<file path="src/rtl/core/breakpoint_pitch_curve_table_defines.svh">
// assertion macros for the breakpoint pitch curve table
`ifndef BREAKPOINT_PITCH_CURVE_TABLE_DEFINES_SVH
`define BREAKPOINT_PITCH_CURVE_TABLE_DEFINES_SVH
`ifndef SYNTH
`define BPCT_ASSERT_IMPL(label, clk, rst, prop) \
   label: assert property (@(posedge clk) disable iff (rst) prop) \
      else $error("assertion failed");
`define BPCT_ASSERT_RESET(label, clk, prop) \
   label: assert property (@(posedge clk) prop) else $error("reset check failed");
`else
`define BPCT_ASSERT_IMPL(label, clk, rst, prop)
`define BPCT_ASSERT_RESET(label, clk, prop)
`endif
`endif

</file>
<file path="src/rtl/core/bpct_pkg.sv">
// shared types and constants for the breakpoint pitch curve table
package bpct_pkg;
   localparam int MaxPoints = 64;
   localparam int IdxW = $clog2(MaxPoints);
   localparam int CntW = $clog2(MaxPoints + 1);
   localparam int OutCntW = 7;
   localparam int TimeW = 32;
   localparam int SemiW = 15;
   localparam int CentW = 16;
   localparam int ProdW = 49;
   localparam logic signed [15:0] SemiLimit = 16'sd9216;
   localparam logic signed [15:0] CentLimit = 16'sd25600;

   typedef enum logic [1:0] {
      OP_INSERT = 2'd0,
      OP_REMOVE = 2'd1,
      OP_CLEAR  = 2'd2,
      OP_QUERY  = 2'd3
   } op_type;

   typedef enum logic [1:0] {
      ST_DONE   = 2'd0,
      ST_FULL   = 2'd1,
      ST_BADIDX = 2'd2
   } status_type;

   typedef enum logic [3:0] {
      S_IDLE, S_SEARCH, S_SHIFT_UP, S_WRITE, S_SHIFT_DOWN, S_QREAD_P,
      S_QREAD_N, S_QMUL, S_QDIV, S_QFIN, S_RESP
   } state_type;

   typedef struct packed {
      logic       load;       // capture request, zero outputs
      logic       rd_start;   // search finished, latch position
      logic       rd_step;    // search compare step
      logic       up_step;    // move entry idx-1 to idx, idx--
      logic       wr_new;     // write new point at idx
      logic       down_step;  // move entry idx+1 to idx, idx++
      logic       clear;
      logic       inc_count;
      logic       dec_count;
      logic       rd_prev;    // read idx-1
      logic       rd_next;    // read idx
      logic       mul;
      logic       div_step;
      logic       fin;
      logic       rd_single;  // read entry 0, or the last entry when idx is past the end, as the answer
      status_type status;
      logic       set_status;
   } cmd_type;

   typedef struct packed {
      op_type         op;
      logic           full;
      logic           bad_remove;
      logic           search_done;
      logic           up_done;
      logic           down_done;
      logic           pos_zero;
      logic           pos_end;
      logic           single;
      logic           div_done;
   } sts_type;

   function automatic logic signed [15:0] sat16(input logic signed [15:0] v,
                                                input logic signed [15:0] lim);
      if (v > lim) return lim;
      if (v < -lim) return -lim;
      return v;
   endfunction
endpackage

</file>
<file path="src/rtl/core/bpct_ctrl.sv">
// controller state machine sequencing table edits and queries
module bpct_ctrl (
   input  logic                   clock,
   input  logic                   reset,
   input  logic                   req_valid,
   output logic                   req_ready,
   output logic                   rsp_valid,
   input  logic                   rsp_ready,
   input  bpct_pkg::sts_type      sts,
   output bpct_pkg::cmd_type      cmd
);
   bpct_pkg::state_type state_ff, state_in;

   always_ff @(posedge clock) begin
      if (reset) state_ff <= bpct_pkg::S_IDLE;
      else state_ff <= state_in;
   end

   always_comb begin
      state_in  = state_ff;
      cmd       = '0;
      cmd.status = bpct_pkg::ST_DONE;
      req_ready = 1'b0;
      rsp_valid = 1'b0;
      unique case (state_ff)
         bpct_pkg::S_IDLE: begin
            req_ready = 1'b1;
            if (req_valid) begin
               cmd.load = 1'b1;
               state_in = bpct_pkg::S_SEARCH;
            end
         end
         bpct_pkg::S_SEARCH: begin
            unique case (sts.op)
               bpct_pkg::OP_INSERT: begin
                  if (sts.full) begin
                     cmd.set_status = 1'b1;
                     cmd.status = bpct_pkg::ST_FULL;
                     state_in = bpct_pkg::S_RESP;
                  end else if (sts.search_done) begin
                     cmd.rd_start = 1'b1;
                     state_in = bpct_pkg::S_SHIFT_UP;
                  end else cmd.rd_step = 1'b1;
               end
               bpct_pkg::OP_REMOVE: begin
                  if (sts.bad_remove) begin
                     cmd.set_status = 1'b1;
                     cmd.status = bpct_pkg::ST_BADIDX;
                     state_in = bpct_pkg::S_RESP;
                  end else state_in = bpct_pkg::S_SHIFT_DOWN;
               end
               bpct_pkg::OP_CLEAR: begin
                  cmd.clear = 1'b1;
                  state_in = bpct_pkg::S_RESP;
               end
               bpct_pkg::OP_QUERY: begin
                  if (sts.single || sts.search_done) begin
                     cmd.rd_start = 1'b1;
                     state_in = bpct_pkg::S_QREAD_P;
                  end else cmd.rd_step = 1'b1;
               end
               default: state_in = bpct_pkg::S_RESP;
            endcase
         end
         bpct_pkg::S_SHIFT_UP: begin
            if (sts.up_done) state_in = bpct_pkg::S_WRITE;
            else cmd.up_step = 1'b1;
         end
         bpct_pkg::S_WRITE: begin
            cmd.wr_new = 1'b1;
            cmd.inc_count = 1'b1;
            state_in = bpct_pkg::S_RESP;
         end
         bpct_pkg::S_SHIFT_DOWN: begin
            if (sts.down_done) begin
               cmd.dec_count = 1'b1;
               state_in = bpct_pkg::S_RESP;
            end else cmd.down_step = 1'b1;
         end
         bpct_pkg::S_QREAD_P: begin
            if (sts.single || sts.pos_zero || sts.pos_end) begin
               cmd.rd_single = 1'b1;
               state_in = bpct_pkg::S_QFIN;
            end else begin
               cmd.rd_prev = 1'b1;
               state_in = bpct_pkg::S_QREAD_N;
            end
         end
         bpct_pkg::S_QREAD_N: begin
            cmd.rd_next = 1'b1;
            state_in = bpct_pkg::S_QMUL;
         end
         bpct_pkg::S_QMUL: begin
            cmd.mul = 1'b1;
            state_in = bpct_pkg::S_QDIV;
         end
         bpct_pkg::S_QDIV: begin
            if (sts.div_done) begin
               cmd.fin = 1'b1;
               state_in = bpct_pkg::S_RESP;
            end else begin
               cmd.div_step = 1'b1;
            end
         end
         bpct_pkg::S_QFIN: begin
            cmd.fin = 1'b1;
            state_in = bpct_pkg::S_RESP;
         end
         bpct_pkg::S_RESP: begin
            rsp_valid = 1'b1;
            if (rsp_ready) state_in = bpct_pkg::S_IDLE;
         end
         default: state_in = bpct_pkg::S_IDLE;
      endcase
   end
endmodule

</file>
<file path="config.mk">
export PLATFORM = sky130hd
export DESIGN_NAME = bpct_ctrl
export DESIGN_NICKNAME = d
export VERILOG_FILES = /design/src/rtl/core/breakpoint_pitch_curve_table_defines.svh /design/src/rtl/core/bpct_pkg.sv /design/src/rtl/core/bpct_ctrl.sv
export SDC_FILE = /design/constraint.sdc
export NUM_CORES = 1
export LEC_CHECK = 0
export ABC_AREA = 0
export BUFFER_PORTS_ARGS = -buffer_cell sky130_fd_sc_hd__buf_2
export CAP_MARGIN = 25
export CORE_MARGIN = 2
export CORE_UTILIZATION = 50
export CTS_BUF_LIST = sky130_fd_sc_hd__clkbuf_2
export CTS_CLUSTER_DIAMETER = 150
export DETAILED_ROUTE_END_ITERATION = 7
export PLACE_DENSITY = 0.86
export SYNTH_ARGS = -nofsm -noshare
export SYNTH_HDL_FRONTEND = slang
export SYNTH_SLANG_ARGS = --single-unit
</file>
<file path="constraint.sdc">
create_clock -name clock -period 2.5 [get_ports clock]
set_input_delay 0.5 -clock clock [delete_from_list [all_inputs] [get_ports clock]]
set_output_delay 0.5 -clock clock [all_outputs]
set_load 0.01 [all_outputs]
</file>
==> results by group, run 1 <==
Status
  • Result of the run: finished, final reports clean

Finish
  • Nets@finish: 149
  • Post-layout util: 67.5%
  • Final Instance Area: 878 um2
  • Number of cells in the finished layout apart from fillers: 142
  • Top Registers: state_ff: 4 flops
  • Area growth from synthesis to final layout: 25.6%
  • Area of the multi-input gates: 549 um2
  • Most common cell after layout, fill and taps aside: sky130_fd_sc_hd__buf_2
  • Ant. Diodes: 0
  • Reg area: 80.1 um2
  • Max FFs per register: 4
  • Share of layout cells above drive strength 1: 35.4%
  • Register containing the most flip-flops in the final layout: state_ff
  • Commonest non-fill, non-tap cells in the layout: 34 x sky130_fd_sc_hd__buf_2, 9 x sky130_fd_sc_hd__nor2_1, 6 x sky130_fd_sc_hd__inv_1, 6 x sky130_fd_sc_hd__nand2b_1, 6 x sky130_fd_sc_hd__nor3_1
  • Filler Cell Count: 118

Floorplanning
  • Floorplan die width: 41.4 um
  • Die Height: 41.4 um
  • Die ar.: 1710 um2
  • Starting density of the core: 53.8%
  • I/O pin total: 35
  • Floorplan Core Area: 1300 um2
  • FP Rows: 13

Synth
  • Top FF cell, synth: sky130_fd_sc_hd__dfxtp_1
  • Net count of the mapped netlist: 115
  • Sequential-to-total area share from yosys stat: 11.4%
  • Synth Area per Inst: 7.36 um2
  • Post-synthesis cell type count: 45
  • Gate count after technology mapping: 95
  • Number of enable flip-flop cells after synthesis: 0
  • Yosys Warn Count: 0
  • Post-synthesis instance area: 699 um2
  • Async set-or-reset flop fraction in the synthesized netlist: 0%
  • #FFs+latches synth: 4

Pwr
  • IR Drop Worst-Case VDD: 0.000375 V
  • Net Sw Power: 317 uW
  • Share of power burned in registers: 22.3%
  • Power per cell area: 722 nW/um2
  • Final Power: 634 uW
  • Switch share: 50.0%
  • Clock network fraction of design power: 9.8%
  • Total leakage power: 0.438 nW
  • Internal power: 317 uW
  • Comb power frac: 67.9%

STA
  • Transition time at the pin with the least slew margin: 581 ps
  • Maximum operating frequency: 439 MHz
  • Setup tns final: 0 ps
  • Max transition margin: 61.2%
  • Final max-slew violation count: 0
  • RSZ-0062 raised after global routing: false
  • Setup-failing EPs final: 0
  • Min cycle time layout: 2280 ps
  • Worst-case clock skew: 11.4 ps
  • Number of endpoints with negative hold slack in the final report: 0
  • Period utilization: 91.1%

Routing
  • Final wirelength: 1950 um
  • DR pass1 iterations: 4
  • Remaining routing DRC violations: 0
  • Routed via count divided by cell count: 6.06
  • Average detailed-routed wire length per instance: 13.7 um
  • Via total after detailed routing: 861
  • Antenna Nets Post-Route: 0
  • Number of DRC violations after detailed-routing iteration 0: 26

CTS
  • Worst-Skew Late Latency: 230 ps
  • CTS Root Cell: sky130_fd_sc_hd__clkbuf_2
  • Post_cts resized: 0
  • Maximum buffer depth of the clock tree: 2
  • CTS buffer count: 3
  • Clk pin slew, worst setup/hold paths: 50 ps
  • Total number of H-tree levels: 1
  • Number of sinks driven by the clock tree: 4
  • Post-CTS Hold Fix Bufs: 0
  • Setup Fix Bufs, Post-CTS: 0
  • TritonCTS clock tree: yes

Global route
  • Pin count of the biggest net entering global routing: 20
  • Number of global-route vias before repair: 762
  • Wire length of the first global-routing pass: 3310 um
  • Tot GR Track Use: 24.6%
  • Initial antenna violation count: 0
  • Total gr overflow: 0

Job
  • Max-cap check violation count: 0

Critical path
  • Data arrival time of the worst path: 1780 ps
  • Critical path startpoint category: flip-flop
  • Slowest library cell on the worst path: sky130_fd_sc_hd__or4b_4
  • Required time of the critical path: 2000 ps
  • Classification of the worst setup path: reg -> out
  • Crit path max fanout: 19
  • Number of cells on the worst reg-to-reg path: 4
  • Cell breakdown of the critical path: or4b_4, a2111oi_0, buf_2
  • Endpoint type of the worst setup path: primary output
  • Max incr delay on CP: 610 ps

Placement
  • Cell area after placement: 863 um2
  • Buffers added on ports: 34
  • Post-DP HPWL: 1510 um
  • Final GP Congestion: 0.903
  • Placed cell count: 139

Min path
  • Tightest Hold Check Type: in -> reg
  • Hold depth: 2
==> layout make-up <==
type | instances | area share [%]
Timing Repair Buffer | 37 | 21.9
Clock buffer | 3 | 1.71
Inverter | 6 | 2.56
Sequential cell | 4 | 9.12
Tap cell | 15 | 2.14
Multi-Input combinational cell | 77 | 62.5
==> final timing paths <==
check,slack (ps),startpoint,end
max reg2reg,530,state_ff[1],state_ff[1]
max,220,state_ff[1],cmd[15]
min reg2reg,760,state_ff[3],state_ff[1]
min,520,reset,state_ff[1]
==> per-layer routing <==
| layer | wire, um | GRT usage (%) | up-vias |
|---|---|---|---|
| met5 | 0 | 0 | - |
| met4 | 46 | 12.3 | 0 |
| met3 | 210 | 5.65 | 4 |
| met2 | 909 | 39.1 | 56 |
| met1 | 781 | 30.8 | 377 |
| li1 | - | - | 424 |
==> cells in the mapped netlist (2+ instances only) <==
master                     number  share of area [%]
sky130_fd_sc_hd__nor2_1         9                4.8
sky130_fd_sc_hd__inv_1          6                3.2
sky130_fd_sc_hd__nand2b_1       6                5.4
sky130_fd_sc_hd__nor3_1         6                4.3
sky130_fd_sc_hd__ha_1           5                8.9
sky130_fd_sc_hd__dfxtp_1        4                 11
sky130_fd_sc_hd__nor4_1         4                3.6
sky130_fd_sc_hd__and3_1         3                2.7
sky130_fd_sc_hd__clkbuf_1       3                1.6
sky130_fd_sc_hd__a21oi_1        2                1.4
sky130_fd_sc_hd__and2_1         2                1.8
sky130_fd_sc_hd__buf_2          2                1.4
sky130_fd_sc_hd__buf_4          2                2.1
sky130_fd_sc_hd__nand3_1        2                1.4
sky130_fd_sc_hd__nor2b_1        2                1.8
sky130_fd_sc_hd__nor3b_1        2                2.1
sky130_fd_sc_hd__nor4b_1        2                2.5
sky130_fd_sc_hd__o21a_1         2                2.1
sky130_fd_sc_hd__o21ai_0        2                1.4
sky130_fd_sc_hd__o221ai_1       2                2.5
sky130_fd_sc_hd__o32ai_1        2                2.5
sky130_fd_sc_hd__or3_1          2                1.8
==> per-stage QoR <==
stage,hold slack (ps),setup WS [ps]
detailed placement,746,446
global placement,727,463
finish,515,223
CTS,506,212
global route,506,68.3
floorplan,616,449
==> worst max-delay path: cells and delay by family, from the launching register on <==
kind / cells / cell delay (ps)
AO/OA/AOI/OAI: 1 / 260
buffers and inverters: 1 / 190
flip-flops: 1 / 480
AND/OR/NAND/NOR: 1 / 610
==> power groups by stage <==
| stage | Clock (mW) | Combinational [mW] | Sequential [mW] |
|---|---|---|---|
| floorplan | 0 | 0.353 | 0.0992 |
| global placement | 0 | 0.418 | 0.139 |
| detailed placement | 0 | 0.426 | 0.140 |
| CTS | 0.0646 | 0.427 | 0.140 |
| global route | 0.0730 | 0.472 | 0.145 |
| finish | 0.0622 | 0.431 | 0.141 |
==> logic make-up (layout without fill, tap and decap cells) <==
family | count (synthesis) | in the layout | share of synthesized area (%)
buffers and inverters | 14 | 46 | 10.0
multiplexers | 2 | 2 | 3.04
AO/OA/AOI/OAI | 21 | 21 | 24.2
adder cells (fa/ha/maj) | 5 | 5 | 8.94
flip-flops | 4 | 4 | 11.4
AND/OR/NAND/NOR | 49 | 49 | 42.4
No activity file was read; power rests on OpenSTA's default activity.
==> inputs of run 2 (changes only) <==
--- a/config.mk
+++ b/config.mk
@@ -14,6 +14,7 @@
 export CTS_CLUSTER_DIAMETER = 150
 export DETAILED_ROUTE_END_ITERATION = 7
 export PLACE_DENSITY = 0.86
+export REMOVE_ABC_BUFFERS = 1
 export SYNTH_ARGS = -nofsm -noshare
 export SYNTH_HDL_FRONTEND = slang
 export SYNTH_SLANG_ARGS = --single-unit
==> run 2 against run 1 <==
Power up 2.6%. Critical path type unchanged. Die area is the same. Critical endpoint unchanged. Register-to-register slack worse by 20 ps.
==> results by group, run 2 (synthesis results as in run 1) <==
Finish
  • Top Registers: state_ff: 4 flops
  • Share of layout cells above drive strength 1: 35.9%
  • Filler Cell Count: 124
  • Reg area: 80.1 um2
  • Most common cell after layout, fill and taps aside: sky130_fd_sc_hd__buf_2
  • Commonest non-fill, non-tap cells in the layout: 34 x sky130_fd_sc_hd__buf_2, 9 x sky130_fd_sc_hd__nor2_1, 6 x sky130_fd_sc_hd__inv_1, 6 x sky130_fd_sc_hd__nand2b_1, 6 x sky130_fd_sc_hd__nor3_1
  • Ant. Diodes: 0
  • Max FFs per register: 4
  • Final Instance Area: 886 um2
  • Register containing the most flip-flops in the final layout: state_ff
  • Post-layout util: 68.1%
  • Area of the multi-input gates: 549 um2
  • Area growth from synthesis to final layout: 26.7%
  • Nets@finish: 150

Critical path
  • Critical path startpoint category: flip-flop
  • Required time of the critical path: 2000 ps
  • Crit path max fanout: 12
  • Number of cells on the worst reg-to-reg path: 5
  • Reg-to-reg endpoint: state_ff[2]
  • Beginning of the worst register-to-register path: state_ff[1]
  • Endpoint type of the worst setup path: primary output
  • Data arrival time of the worst path: 1760 ps
  • Classification of the worst setup path: reg -> out
  • Minimum setup slack among reg-to-reg paths: 510 ps

Min path
  • Tightest Hold Check Type: in -> reg
  • Hold depth: 2
  • Beginning of the worst hold path: reset
  • Endpoint with the worst hold slack: state_ff[1]

Placement
  • Final GP Congestion: 0.869
  • Post-DP HPWL: 1580 um
  • Buffers added on ports: 34
  • Worst slack after detailed placement: 360 ps
  • Cell area after placement: 871 um2

STA
  • Number of endpoints with negative hold slack in the final report: 0
  • Worst path setup slack after routing: 241 ps
  • Setup tns final: 0 ps
  • RSZ-0062 raised after global routing: false
  • Min cycle time layout: 2260 ps
  • Setup-failing EPs final: 0
  • Transition time at the pin with the least slew margin: 596 ps
  • Maximum operating frequency: 443 MHz
  • Period utilization: 90.4%
  • Worst-case clock skew: 6.59 ps
  • Final max-slew violation count: 0
  • Max transition margin: 59.9%

Pwr
  • Switch share: 50.2%
  • Power per cell area: 734 nW/um2
  • Clock network fraction of design power: 9.7%
  • Internal power: 324 uW
  • Comb power frac: 70.1%
  • Net Sw Power: 327 uW
  • Total leakage power: 0.443 nW
  • IR Drop Worst-Case VDD: 0.000332 V
  • Share of power burned in registers: 20.2%

Global route
  • Total gr overflow: 0
  • Pin count of the biggest net entering global routing: 16
  • Tot GR Track Use: 24.1%
  • Initial antenna violation count: 0
  • Wire length of the first global-routing pass: 3360 um
  • Number of global-route vias before repair: 786

Routing
  • Number of DRC violations after detailed-routing iteration 0: 30
  • Final wirelength: 2040 um
  • DR pass1 iterations: 4
  • Routed via count divided by cell count: 6.15
  • Antenna Nets Post-Route: 0
  • Via total after detailed routing: 879
  • Remaining routing DRC violations: 0
  • Average detailed-routed wire length per instance: 14.3 um

CTS
  • Clk pin slew, worst setup/hold paths: 50 ps
  • CTS buffer count: 3
  • Setup Fix Bufs, Post-CTS: 0
  • Number of sinks driven by the clock tree: 4
  • CTS Root Cell: sky130_fd_sc_hd__clkbuf_2
  • Maximum buffer depth of the clock tree: 2
  • Post-CTS Hold Fix Bufs: 0
  • Worst-Skew Late Latency: 220 ps
  • Post_cts resized: 0
  • TritonCTS clock tree: yes
  • Total number of H-tree levels: 1

Floorplanning
  • Starting density of the core: 53.8%
  • Die ar.: 1710 um2
  • Floorplan die width: 41.4 um
  • Floorplan Core Area: 1300 um2
  • Die Height: 41.4 um
  • I/O pin total: 35
  • FP Rows: 13

Status
  • Result of the run: finished, final reports clean

Job
  • Max-cap check violation count: 0
## run 2: critical path, stage by stage (launching register included)
cell and delay [ps]:
sky130_fd_sc_hd__dfxtp_1 430, sky130_fd_sc_hd__or4b_4 580, sky130_fd_sc_hd__a2111oi_0 330, sky130_fd_sc_hd__buf_2 210
## run 2: metal layers
layer	track usage (%)	up-vias	wire length, um
met2	42.5	55	930
li1	-	426	-
met3	4.35	9	187
met5	0	-	0
met1	29.8	389	896
met4	6.45	0	25
## run 2: power groups by stage
stage	registers, mW	clock network (mW)	logic, mW
2_1_floorplan	0.141	0	0.278
3_3_place_gp	0.128	0	0.435
3_5_place_dp	0.129	0	0.448
4_1_cts	0.129	0.0610	0.451
5_1_grt	0.135	0.0694	0.501
6_report	0.131	0.0630	0.456
## run 2: metrics by stage
step | total power, mW | hold slack, ps | cells
finish | 0.651 | 523 | 143
global route | 0.705 | 532 | 143
CTS | 0.641 | 526 | 143
detailed placement | 0.577 | 695 | 140
global placement | 0.563 | 702 | 140
floorplan | 0.419 | 616 | 87
## run 2: area by class of cell
class,instances,area share [%]
repair buffers,38,22.6
multi-input cells,77,62.0
flip-flops and latches,4,9.04
inverters,6,2.54
well taps,15,2.12
clock buffers,3,1.69
## run 2: worst max path at each step
stage / from / endpoint / slack, ps / cells past startpoint
after global placement: sts[9] / cmd[15] / 440 / 6
after CTS: state_ff[2] / cmd[15] / 240 / 3
after detailed placement: sts[9] / cmd[15] / 360 / 6
final: state_ff[1] / cmd[15] / 240 / 3
after global routing: state_ff[2] / cmd[15] / 120 / 3
after floorplan: state_ff[2] / cmd[15] / 410 / 2
==> inputs of run 3 (changes only) <==
--- a/config.mk
+++ b/config.mk
@@ -9,11 +9,11 @@
 export BUFFER_PORTS_ARGS = -buffer_cell sky130_fd_sc_hd__buf_2
 export CAP_MARGIN = 25
 export CORE_MARGIN = 2
-export CORE_UTILIZATION = 50
-export CTS_BUF_LIST = sky130_fd_sc_hd__clkbuf_2
+export CORE_UTILIZATION = 48
+export CTS_BUF_LIST = sky130_fd_sc_hd__clkbuf_16
 export CTS_CLUSTER_DIAMETER = 150
 export DETAILED_ROUTE_END_ITERATION = 7
-export PLACE_DENSITY = 0.86
+export PLACE_DENSITY = 0.83
 export REMOVE_ABC_BUFFERS = 1
 export SYNTH_ARGS = -nofsm -noshare
 export SYNTH_HDL_FRONTEND = slang
==> run 3 against run 2 <==
Register-to-register slack improved by 30 ps. Via count decreased by 0.91%. Wire length decreased by 3.1%. Sequential power increased by 14%. Clock power increased to 4.0 times the previous value.
==> results by group, run 3 (synthesis results as in run 1) <==
Min path
  • Hold depth: 2
  • Tightest Hold Check Type: in -> reg

CTS
  • Post-CTS Hold Fix Bufs: 0
  • CTS buffer count: 3
  • Number of sinks driven by the clock tree: 4
  • CTS Root Cell: sky130_fd_sc_hd__clkbuf_16
  • Post_cts resized: 0
  • Total number of H-tree levels: 1
  • Setup Fix Bufs, Post-CTS: 0
  • Clk pin slew, worst setup/hold paths: 30 ps
  • Worst-Skew Late Latency: 230 ps
  • Maximum buffer depth of the clock tree: 2
  • TritonCTS clock tree: yes

STA
  • Period utilization: 93.2%
  • Worst-case clock skew: 4.30 ps
  • Setup-failing EPs final: 0
  • Setup tns final: 0 ps
  • Final max-slew violation count: 0
  • RSZ-0062 raised after global routing: false
  • Maximum operating frequency: 429 MHz
  • Max transition margin: 58.6%
  • Transition time at the pin with the least slew margin: 616 ps
  • Min cycle time layout: 2330 ps
  • Number of endpoints with negative hold slack in the final report: 0

Global route
  • Tot GR Track Use: 23.0%
  • Initial antenna violation count: 0
  • Wire length of the first global-routing pass: 3300 um
  • Total gr overflow: 0
  • Pin count of the biggest net entering global routing: 17
  • Number of global-route vias before repair: 789

Floorplanning
  • Die ar.: 1780 um2
  • Floorplan Core Area: 1330 um2
  • FP Rows: 13
  • Die Height: 42.2 um
  • Starting density of the core: 52.4%
  • I/O pin total: 35
  • Floorplan die width: 42.2 um

Finish
  • Share of layout cells above drive strength 1: 35.4%
  • Max FFs per register: 4
  • Most common cell after layout, fill and taps aside: sky130_fd_sc_hd__buf_2
  • Area growth from synthesis to final layout: 34.2%
  • Commonest non-fill, non-tap cells in the layout: 34 x sky130_fd_sc_hd__buf_2, 9 x sky130_fd_sc_hd__nor2_1, 6 x sky130_fd_sc_hd__inv_1, 6 x sky130_fd_sc_hd__nand2b_1, 6 x sky130_fd_sc_hd__nor3_1
  • Nets@finish: 149
  • Top Registers: state_ff: 4 flops
  • Register containing the most flip-flops in the final layout: state_ff
  • Ant. Diodes: 0

Routing
  • Antenna Nets Post-Route: 0
  • Via total after detailed routing: 871
  • Routed via count divided by cell count: 6.13
  • Number of DRC violations after detailed-routing iteration 0: 30
  • Average detailed-routed wire length per instance: 13.9 um
  • DR pass1 iterations: 4
  • Remaining routing DRC violations: 0
  • Final wirelength: 1980 um

Critical path
  • Classification of the worst setup path: reg -> out
  • Required time of the critical path: 2000 ps
  • Number of cells on the worst reg-to-reg path: 4
  • Endpoint type of the worst setup path: primary output
  • Critical path startpoint category: flip-flop
  • Crit path max fanout: 14
  • Data arrival time of the worst path: 1830 ps

Placement
  • Final GP Congestion: 0.893
  • Buffers added on ports: 34
  • Post-DP HPWL: 1470 um

Pwr
  • IR Drop Worst-Case VDD: 0.000472 V
  • Total leakage power: 0.463 nW
  • Final Power: 827 uW
  • Power per cell area: 881 nW/um2

Status
  • Result of the run: finished, final reports clean

Job
  • Max-cap check violation count: 0
-- run 3: cell types whose count changed in the layout (fill, tap and decap cells not counted), sizes merged --
cell,previous run,this run
buf,38,37
-- run 3: per-stage QoR --
stage / instance area [um2] / setup WS, ps / utilization [%] / std cells / hold slack [ps]
2_1_floorplan: 652 / 408 / - / 87 / 616
4_1_cts: 938 / 211 / 70.4 / 142 / 524
3_5_place_dp: 863 / 444 / 64.7 / 139 / 729
5_1_grt: 938 / 39.3 / 70.4 / 142 / 550
3_3_place_gp: 863 / 474 / 64.7 / 139 / 712
6_report: 938 / 170 / 70.4 / 142 / 526
-- run 3: worst paths after layout --
| check | from | end | slack (ps) |
|---|---|---|---|
| setup / recovery | state_ff[0] | cmd[15] | 170 |
| hold / removal | reset | state_ff[1] | 530 |
| setup reg to reg | state_ff[2] | state_ff[1] | 540 |
| hold reg to reg | state_ff[1] | state_ff[1] | 740 |
-- run 3: where the power goes --
group	switching [mW]	total (mW)	internal (mW)
registers	0.0649	0.149	0.0845
clock network	0.0457	0.250	0.204
logic	0.228	0.427	0.199
total	0.339	0.827	0.488
-- run 3: layout make-up --
cell class / count / area [um2]
sequential: 4 / 80.1
tap: 15 / 18.8
fill: 112 / 395
inverter: 6 / 22.5
multi-input combinational: 77 / 549
clock buffer: 3 / 75.1
timing repair buffer: 37 / 193
-- run 3: worst max-delay path: stages, from the launching register on --
cell	delay, ps
sky130_fd_sc_hd__dfxtp_1	560
sky130_fd_sc_hd__or4b_4	540
sky130_fd_sc_hd__a2111oi_0	300
sky130_fd_sc_hd__buf_2	210
-- run 3: layer usage --
metal  GRT usage, %  part of all wire, %  up-vias
met3           2.59                  6.0       10
li1               -                    -      423
met2           38.8                   48       45
met5              0                    0        -
met4           13.8                  3.8        0
met1           27.7                   42      393
